File: src/sv/mps_pkg.sv
// Shared types and constants for the motor phase sequencer.
// No dependencies; imported by mps_step and motor_phase_sequencer.
package mps_pkg;

  localparam int unsigned SPEED_W = 17;
  localparam int unsigned CMD_W   = 18;
  localparam int unsigned DUR_W   = 20;
  localparam int unsigned CFG_W   = 20;
  localparam int unsigned CFG_IDX_W = 3;

  // Configuration register indexes
  localparam logic [CFG_IDX_W-1:0] CFG_NORMAL_SPEED    = 3'd0;
  localparam logic [CFG_IDX_W-1:0] CFG_VIBRATION_SPEED = 3'd1;
  localparam logic [CFG_IDX_W-1:0] CFG_FLIP_INTERVAL   = 3'd2;
  localparam logic [CFG_IDX_W-1:0] CFG_MOVE_DURATION   = 3'd3;
  localparam logic [CFG_IDX_W-1:0] CFG_VIBRATE_DURATION = 3'd4;
  localparam logic [CFG_IDX_W-1:0] CFG_PAUSE_DURATION  = 3'd5;
  localparam logic [CFG_IDX_W-1:0] CFG_LOCKOUT         = 3'd6;

  // Reset values of the configuration registers
  localparam logic [SPEED_W-1:0] RST_NORMAL_SPEED    = 17'd50;
  localparam logic [SPEED_W-1:0] RST_VIBRATION_SPEED = 17'd5000;
  localparam logic [DUR_W-1:0]   RST_FLIP_INTERVAL   = 20'd100;
  localparam logic [DUR_W-1:0]   RST_MOVE_DURATION   = 20'd50000;
  localparam logic [DUR_W-1:0]   RST_VIBRATE_DURATION = 20'd0;
  localparam logic [DUR_W-1:0]   RST_PAUSE_DURATION  = 20'd0;
  localparam logic [DUR_W-1:0]   RST_LOCKOUT         = 20'd50;

  // Phase codes as reported on the result stream
  localparam logic [1:0] PHASE_CODE_MOVE    = 2'd0;
  localparam logic [1:0] PHASE_CODE_VIBRATE = 2'd1;
  localparam logic [1:0] PHASE_CODE_PAUSE   = 2'd2;

  // Phase state, one-hot
  typedef enum logic [2:0] {
    PH_MOVE    = 3'b001,
    PH_VIBRATE = 3'b010,
    PH_PAUSE   = 3'b100
  } mps_phase_e;

  typedef struct packed {
    logic [SPEED_W-1:0] normal_speed;
    logic [SPEED_W-1:0] vibration_speed;
    logic [DUR_W-1:0]   flip_interval_ms;
    logic [DUR_W-1:0]   move_duration_ms;
    logic [DUR_W-1:0]   vibrate_duration_ms;
    logic [DUR_W-1:0]   pause_duration_ms;
    logic [DUR_W-1:0]   lockout_ms;
  } mps_cfg_t;

  typedef struct packed {
    logic forward_button;
    logic vibrate_button;
    logic stop_button;
  } mps_btn_t;

  // Phase, direction and speed state carried between ticks
  typedef struct packed {
    mps_phase_e              phase;
    logic                    dir_fwd;
    logic signed [CMD_W-1:0] speed;
  } mps_ctl_t;

endpackage

File: src/sv/mps_step.sv
// Next-state logic for one millisecond tick of the phase sequencer.
// Depends on mps_pkg for the config, button and control types.
module mps_step import mps_pkg::*; #(
  parameter int unsigned TIMER_BITS = 20
) (
  input  mps_cfg_t              cfg_i,
  input  mps_btn_t              btn_i,
  input  mps_ctl_t              ctl_i,
  input  logic [TIMER_BITS-1:0] phase_tmr_i,
  input  logic [TIMER_BITS-1:0] flip_tmr_i,
  input  logic [TIMER_BITS-1:0] lock_tmr_i,
  output mps_ctl_t              ctl_o,
  output logic [TIMER_BITS-1:0] phase_tmr_o,
  output logic [TIMER_BITS-1:0] flip_tmr_o,
  output logic [TIMER_BITS-1:0] lock_tmr_o
);

  localparam int unsigned CMP_W = (TIMER_BITS > DUR_W) ? TIMER_BITS : DUR_W;

  logic [TIMER_BITS-1:0] pt_inc, ft_inc, lt_inc;

  // Advance the elapsed timers, holding at full scale
  assign pt_inc = (&phase_tmr_i) ? phase_tmr_i : phase_tmr_i + 1'b1;
  assign ft_inc = (&flip_tmr_i)  ? flip_tmr_i  : flip_tmr_i + 1'b1;
  assign lt_inc = (&lock_tmr_i)  ? lock_tmr_i  : lock_tmr_i + 1'b1;

  always_comb begin
    mps_phase_e              ph;
    logic                    dir;
    logic signed [CMD_W-1:0] spd;
    logic [TIMER_BITS-1:0]   pt, ft, lt;

    ph  = ctl_i.phase;
    dir = ctl_i.dir_fwd;
    spd = ctl_i.speed;
    pt  = pt_inc;
    ft  = ft_inc;
    lt  = lt_inc;

    // Button handling once the debounce lockout has expired
    if (CMP_W'(lt) >= CMP_W'(cfg_i.lockout_ms)) begin
      if (btn_i.stop_button) begin
        ph  = PH_PAUSE;
        pt  = '0;
        ft  = '0;
        spd = '0;
        lt  = '0;
      end else if (btn_i.vibrate_button) begin
        ph = PH_VIBRATE;
        pt = '0;
        ft = '0;
        lt = '0;
      end else if (btn_i.forward_button) begin
        ph = PH_MOVE;
        pt = '0;
        ft = '0;
        lt = '0;
      end
    end

    // Let the current phase act
    case (ph)
      PH_VIBRATE: begin
        if (CMP_W'(ft) >= CMP_W'(cfg_i.flip_interval_ms)) begin
          dir = ~dir;
          ft  = '0;
          spd = dir ? $signed({1'b0, cfg_i.vibration_speed})
                    : -$signed({1'b0, cfg_i.vibration_speed});
        end
        if (CMP_W'(pt) >= CMP_W'(cfg_i.vibrate_duration_ms)) begin
          ph = PH_MOVE;
          pt = '0;
          ft = '0;
        end
      end
      PH_PAUSE: begin
        if (CMP_W'(pt) >= CMP_W'(cfg_i.pause_duration_ms)) begin
          ph = PH_MOVE;
          pt = '0;
          ft = '0;
        end
      end
      default: begin
        spd = $signed({1'b0, cfg_i.normal_speed});
        if (CMP_W'(pt) >= CMP_W'(cfg_i.move_duration_ms)) begin
          ph = PH_VIBRATE;
          pt = '0;
          ft = '0;
        end
      end
    endcase

    ctl_o.phase   = ph;
    ctl_o.dir_fwd = dir;
    ctl_o.speed   = spd;
    phase_tmr_o   = pt;
    flip_tmr_o    = ft;
    lock_tmr_o    = lt;
  end

endmodule

File: src/sv/motor_phase_sequencer.sv
// Top level of the motor phase sequencer: config registers, tick input
// register, sequencer state and result register. Uses mps_pkg and mps_step.
//
//   channel   direction  payload (lsb first)
//   s_axis    in         tdata: stop, vibrate, forward button
//   m_axis    out        tdata: speed_command[17:0], phase[1:0]
//   cfg       in         cfg_we_i, cfg_idx_i, cfg_wdata_i
//
// One request per cycle sustained while results are taken; a tick waits
// in the input register and then moves to the result register, where its
// result is offered on m_axis until it is taken.
// The state update is one pass through mps_step.
// Reset loads default config and move phase. A stalled result holds the
// input register; s_axis_tready drops only when both stages are full.
module motor_phase_sequencer import mps_pkg::*; #(
  parameter int unsigned TIMER_BITS = 20
) (
  input  logic                 clk_i,
  input  logic                 rst_ni,
  input  logic                 cfg_we_i,
  input  logic [CFG_IDX_W-1:0] cfg_idx_i,
  input  logic [CFG_W-1:0]     cfg_wdata_i,
  input  logic                 s_axis_tvalid,
  output logic                 s_axis_tready,
  // [0] stop_button, [1] vibrate_button, [2] forward_button, [7:3] zero
  input  logic [7:0]           s_axis_tdata,
  output logic                 m_axis_tvalid,
  input  logic                 m_axis_tready,
  // [17:0] speed_command, [19:18] phase, [23:20] zero
  output logic [23:0]          m_axis_tdata
);

  mps_cfg_t cfg_q;

  logic     in_vld_q;
  mps_btn_t in_btn_q;

  mps_ctl_t              ctl_q, ctl_d;
  logic [TIMER_BITS-1:0] pt_q, pt_d, ft_q, ft_d, lt_q, lt_d;

  logic              out_vld_q;
  logic [CMD_W-1:0]  out_spd_q;
  logic [1:0]        out_ph_q, ph_code;
  logic              adv, in_acc;

  assign adv           = ~out_vld_q | m_axis_tready;
  assign s_axis_tready = ~in_vld_q | adv;
  assign in_acc        = s_axis_tvalid & s_axis_tready;

  // Write config registers
  always_ff @(posedge clk_i or negedge rst_ni) begin
    if (!rst_ni) begin
      cfg_q.normal_speed        <= RST_NORMAL_SPEED;
      cfg_q.vibration_speed     <= RST_VIBRATION_SPEED;
      cfg_q.flip_interval_ms    <= RST_FLIP_INTERVAL;
      cfg_q.move_duration_ms    <= RST_MOVE_DURATION;
      cfg_q.vibrate_duration_ms <= RST_VIBRATE_DURATION;
      cfg_q.pause_duration_ms   <= RST_PAUSE_DURATION;
      cfg_q.lockout_ms          <= RST_LOCKOUT;
    end else if (cfg_we_i) begin
      case (cfg_idx_i)
        CFG_NORMAL_SPEED:     cfg_q.normal_speed        <= cfg_wdata_i[SPEED_W-1:0];
        CFG_VIBRATION_SPEED:  cfg_q.vibration_speed     <= cfg_wdata_i[SPEED_W-1:0];
        CFG_FLIP_INTERVAL:    cfg_q.flip_interval_ms    <= cfg_wdata_i[DUR_W-1:0];
        CFG_MOVE_DURATION:    cfg_q.move_duration_ms    <= cfg_wdata_i[DUR_W-1:0];
        CFG_VIBRATE_DURATION: cfg_q.vibrate_duration_ms <= cfg_wdata_i[DUR_W-1:0];
        CFG_PAUSE_DURATION:   cfg_q.pause_duration_ms   <= cfg_wdata_i[DUR_W-1:0];
        CFG_LOCKOUT:          cfg_q.lockout_ms          <= cfg_wdata_i[DUR_W-1:0];
        default: begin
        end
      endcase
    end
  end

  // Capture the tick request
  always_ff @(posedge clk_i or negedge rst_ni) begin
    if (!rst_ni) begin
      in_vld_q <= 1'b0;
    end else if (s_axis_tready) begin
      in_vld_q <= s_axis_tvalid;
    end
  end

  always_ff @(posedge clk_i) begin
    if (in_acc) begin
      in_btn_q.stop_button    <= s_axis_tdata[0];
      in_btn_q.vibrate_button <= s_axis_tdata[1];
      in_btn_q.forward_button <= s_axis_tdata[2];
    end
  end

  mps_step #(
    .TIMER_BITS(TIMER_BITS)
  ) u_step (
    .cfg_i       (cfg_q),
    .btn_i       (in_btn_q),
    .ctl_i       (ctl_q),
    .phase_tmr_i (pt_q),
    .flip_tmr_i  (ft_q),
    .lock_tmr_i  (lt_q),
    .ctl_o       (ctl_d),
    .phase_tmr_o (pt_d),
    .flip_tmr_o  (ft_d),
    .lock_tmr_o  (lt_d)
  );

  // Advance sequencer state when the tick moves to the result register
  always_ff @(posedge clk_i or negedge rst_ni) begin
    if (!rst_ni) begin
      ctl_q.phase   <= PH_MOVE;
      ctl_q.dir_fwd <= 1'b1;
      ctl_q.speed   <= '0;
      pt_q          <= '0;
      ft_q          <= '0;
      lt_q          <= '0;
    end else if (in_vld_q && adv) begin
      ctl_q <= ctl_d;
      pt_q  <= pt_d;
      ft_q  <= ft_d;
      lt_q  <= lt_d;
    end
  end

  // Encode the phase for the result stream
  always_comb begin
    case (ctl_d.phase)
      PH_VIBRATE: ph_code = PHASE_CODE_VIBRATE;
      PH_PAUSE:   ph_code = PHASE_CODE_PAUSE;
      default:    ph_code = PHASE_CODE_MOVE;
    endcase
  end

  // Hold the result until it is taken
  always_ff @(posedge clk_i or negedge rst_ni) begin
    if (!rst_ni) begin
      out_vld_q <= 1'b0;
    end else if (adv) begin
      out_vld_q <= in_vld_q;
    end
  end

  always_ff @(posedge clk_i) begin
    if (in_vld_q && adv) begin
      out_spd_q <= ctl_d.speed;
      out_ph_q  <= ph_code;
    end
  end

  assign m_axis_tvalid = out_vld_q;
  assign m_axis_tdata  = {4'b0000, out_ph_q, out_spd_q};

  // Checks
  ap_ready_only_when_full : assert property (@(posedge clk_i) disable iff (!rst_ni)
    !s_axis_tready |-> (in_vld_q && out_vld_q && !m_axis_tready))
    else $error("input stalled while a stage is free");

  ap_tick_reaches_output : assert property (@(posedge clk_i) disable iff (!rst_ni)
    (in_vld_q && adv) |=> out_vld_q)
    else $error("advanced tick did not reach the result register");

  ap_pause_zero_speed : assert property (@(posedge clk_i) disable iff (!rst_ni)
    (ctl_q.phase == PH_PAUSE) |-> (ctl_q.speed == '0))
    else $error("nonzero speed held in pause phase");

  ap_phase_code_valid : assert property (@(posedge clk_i) disable iff (!rst_ni)
    m_axis_tvalid |-> (m_axis_tdata[19:18] != 2'd3))
    else $error("unused phase code on result stream");

endmodule
File: config.mk
export PLATFORM = sky130hd
export DESIGN_NAME = motor_phase_sequencer
export DESIGN_NICKNAME = d
export VERILOG_FILES = /design/src/sv/mps_pkg.sv /design/src/sv/mps_step.sv /design/src/sv/motor_phase_sequencer.sv
export SDC_FILE = /design/constraint.sdc
export NUM_CORES = 1
export LEC_CHECK = 0
export ABC_AREA = 1
export BUFFER_PORTS_ARGS = -buffer_cell sky130_fd_sc_hd__buf_2
export CAP_MARGIN = 20
export CORE_MARGIN = 2
export CORE_UTILIZATION = 50
export DETAILED_ROUTE_END_ITERATION = 8
export PLACE_DENSITY = 0.67
export SYNTH_ARGS = -nofsm -noshare
export SYNTH_HDL_FRONTEND = slang
export SYNTH_SLANG_ARGS = --single-unit
export TNS_END_PERCENT = 10
File: constraint.sdc
create_clock -name clk_i -period 8.64 [get_ports clk_i]
set_input_delay 1.728 -clock clk_i [delete_from_list [all_inputs] [get_ports clk_i]]
set_output_delay 1.728 -clock clk_i [all_outputs]
set_load 0.01 [all_outputs]
==> results by group <==
Routing
  – Antenna-violating nets left: 0
  – Avg WL per Cell: 15.7 µm
  – Via density per instance: 5.32
  – DRC Markers: 0
  – Number of detailed-routing iterations run before antenna repair: 6
  – Initial detailed-routing violation count: 1063
  – Total Routed Length: 41.6 mm
  – Number of vias in the routed layout: 14.1k

Place
  – Port Buffer Count: 52
  – Worst Setup Slack post-DPL: 2240 ps
  – HPWL after detailed placement: 28.2 mm
  – Area after DPL: 16300 µm²
  – RePlAce Congestion: 0.875
  – Placed instance count: 2601

Synthesis
  – Largest cells by area after synthesis: sky130_fd_sc_hd__dfrtp_1, sky130_fd_sc_hd__nand2_1, sky130_fd_sc_hd__ha_1
  – Mean instance size in the synthesized netlist: 7.16 µm²
  – Total of warnings raised by yosys: 0
  – Commonest cells in the netlist: sky130_fd_sc_hd__nand2_1, sky130_fd_sc_hd__inv_1, sky130_fd_sc_hd__dfrtp_1, sky130_fd_sc_hd__nor2_1, sky130_fd_sc_hd__o21ai_0
  – Dominant cell by count in the synthesized netlist: sky130_fd_sc_hd__nand2_1
  – Sequential-to-total area share from yosys stat: 0.389
  – Synth Flop Type: sky130_fd_sc_hd__dfrtp_1
  – Combined area of all synthesized cells: 15900 µm²
  – Proportion of register bits with asynchronous set or reset after synthesis: 0.905
  – Number of different library cells in the post-synthesis netlist: 47
  – Cell type with the largest total area after synthesis: sky130_fd_sc_hd__dfrtp_1
  – Yosys reg bits: 241
  – Cell count after synthesis: 2215
  – Fraction of post-synthesis cell area in the top cell type by area: 0.309
  – Count of flip-flops with a built-in enable after synthesis: 23

Clocking
  – Clock network latency to the later pin of the worst-skew pair: 590 ps
  – H-tree Lvls: 1
  – Setup repair bufs after CTS: 0
  – Hold-fix buffer count after cts: 0
  – Clock transition at the registers of the reported paths: 60 ps
  – Clock Root Buffer: sky130_fd_sc_hd__clkbuf_16
  – Number of sinks handled by clock tree synthesis: 241
  – CTS tree: built
  – Clock tree buffer depth: 3
  – # resized after CTS: 0
  – Number of clock buffers inserted by TritonCTS: 29

Timing
  – Final Skew: 19.6 ps
  – Highest clock frequency the design can meet: 154 MHz
  – Crit path time final: 6510 ps
  – Setup repair after global routing missed its margin: no
  – Finish-stage setup viols: 0
  – Number of hold violations in the final report: 0
  – Final critical-path share of the clock period: 0.754
  – Worst Slack Setup Final: 2130 ps
  – Worst-margin pin slew: 1090 ps
  – Number of pins with negative max-slew slack in the final report: 0
  – Relative max-transition margin: 0.275
  – Total Negative Setup Slacks: 0 ps

Power and ir drop
  – P per Cell Area: 295 nW/µm²
  – Lkg Pwr: 9.29 nW
  – NetSw: 0.00222 W
  – Maximum vdd drop: 0.317 mV
  – Reg power frac: 0.318
  – Internal Dissipation: 0.00289 W
  – Clock share of power: 0.239
  – Switching part of the total: 0.434
  – Combinational power share: 0.443

Floorplan
  – Standard-cell row count: 65
  – Effective utilization at floorplan: 0.505
  – Core region area: 31400 µm²
  – Top-level port count: 62
  – Die boundary height: 182 µm
  – Die W: 182 µm
  – Die outline area: 33200 µm²

Worst setup path
  – Slowest cell on crit path: sky130_fd_sc_hd__nand4_1
  – Max FO, Critical Path: 29
  – Most prevalent standard cell on the critical path: sky130_fd_sc_hd__nand2_1
  – Reg2Reg Setup Slack: 2130 ps
  – Slowest Stage Delay on Critical Path: 640 ps
  – CP Class: flip-flop to flip-flop
  – Critical path required time: 8950 ps
  – Crit path DAT: 6830 ps
  – Endpoint kind of the worst setup timing path: flip-flop
  – Setup crit start kind: flip-flop

Final layout
  – Fin cells: 2656
  – ANT cells: 0
  – Count of filler cells inserted in the layout: 3048
  – Net count reported at finish: 2371
  – Sequential cell area: 6170 µm²
  – Layout overhead on the synthesized area: 9.11%
  – Fraction of final layout cells sized beyond drive strength 1: 0.0803
  – Multi-input gate area: 8090 µm²
  – Post-route design area: 17300 µm²

GRT
  – GRT overflow: 0
  – Met2 Use GR: 0.428
  – Antenna violations before repair: 0
  – Maximum number of pins on one net before global-route repair: 95
  – Global-route track usage on met1: 0.361
  – Met3 Track Usage GR: 0.0283
  – Global-route usage over all layers: 0.257
  – Via count of the first global-routing pass: 13.5k
  – Global-route wire length before repair: 69.3 mm
  – Most congested layer reported by global routing: met2

Flow run
  – Max_cap viols: 0

Worst hold path
  – Class of the most critical hold timing path: flip-flop to flip-flop

Run status
  – Result of the run: finished, final reports clean
## final timing paths
check | cells past startpoint | end | from
setup / recovery | 28 | out_spd_q[16] | lt_q[0]
hold / removal | 2 | ctl_q[19] | ctl_q[19]
setup reg to reg | 28 | out_spd_q[16] | lt_q[0]
hold reg to reg | 2 | ctl_q[19] | ctl_q[19]
max in group asynchronous | 2 | cfg_q[90] | rst_ni
min in group asynchronous | 1 | lt_q[5] | rst_ni
## worst max-delay path, delay by kind of cell, from the launching register on
family	cells	cell delay, ps
compound gates	6	1430
xor+xnor	1	180
fa+ha+maj	2	530
buf+inv	4	690
flops	1	350
simple gates	15	3060
## sequential cells by signal (all words and copies together), names as in the netlist
name	cells
cfg_q	134
ctl_q	22
ft_q	20
lt_q	20
pt_q	20
out_spd_q	18
in_btn_q	3
out_ph_q	2
in_vld_q	1
m_axis_tvalid	1
## area by class of cell
cell class	instances	area share
multi-input combinational	1581	0.468
sequential	241	0.357
clock buffer	42	0.0465
timing repair buffer	70	0.0250
clock inverter	12	0.00803
tap	402	0.0291
inverter	308	0.0670
## power groups by stage
stage | Combinational (W) | Clock [W] | Sequential, W
2_1_floorplan | 0.00177 | 0 | 0.00161
3_3_place_gp | 0.00218 | 0 | 0.00163
3_5_place_dp | 0.00224 | 0 | 0.00164
4_1_cts | 0.00225 | 0.00124 | 0.00162
5_1_grt | 0.00260 | 0.00129 | 0.00166
6_report | 0.00226 | 0.00122 | 0.00162
## through the flow
stage / total power, W / utilization / hold WS (ps)
global placement: 0.00381 / 0.520 / 458
CTS: 0.00512 / 0.550 / 472
finish: 0.00511 / 0.551 / 469
global route: 0.00555 / 0.551 / 506
floorplan: 0.00338 / - / 448
detailed placement: 0.00387 / 0.520 / 462
## cell usage in the layout, fill, tap and decap left out, types with 41 or more instances in the layout
cell,count
sky130_fd_sc_hd__nand4_1,41
sky130_fd_sc_hd__a21oi_1,53
sky130_fd_sc_hd__ha_1,104
sky130_fd_sc_hd__o21ai_0,177
sky130_fd_sc_hd__dfrtp_1,196
sky130_fd_sc_hd__nor2_1,187
sky130_fd_sc_hd__buf_2,51
sky130_fd_sc_hd__nand2_1,702
sky130_fd_sc_hd__nand3_1,140
sky130_fd_sc_hd__inv_1,300
## cells by family after synthesis
kind of cell	after synthesis	share of synthesized area
compound gates	276	0.0911
xor+xnor	57	0.0315
fa+ha+maj	104	0.0821
buf+inv	396	0.102
flops	241	0.389
other cells	1	0.000237
simple gates	1140	0.304
## metal layers
| metal | share of wire | wire length (µm) |
|---|---|---|
| met1 | 0.47 | 19500 |
| met2 | 0.46 | 19300 |
| met3 | 0.047 | 1980 |
| met4 | 0.021 | 877 |
| met5 | 0 | 0 |
Power figures use the tool's default switching activity.
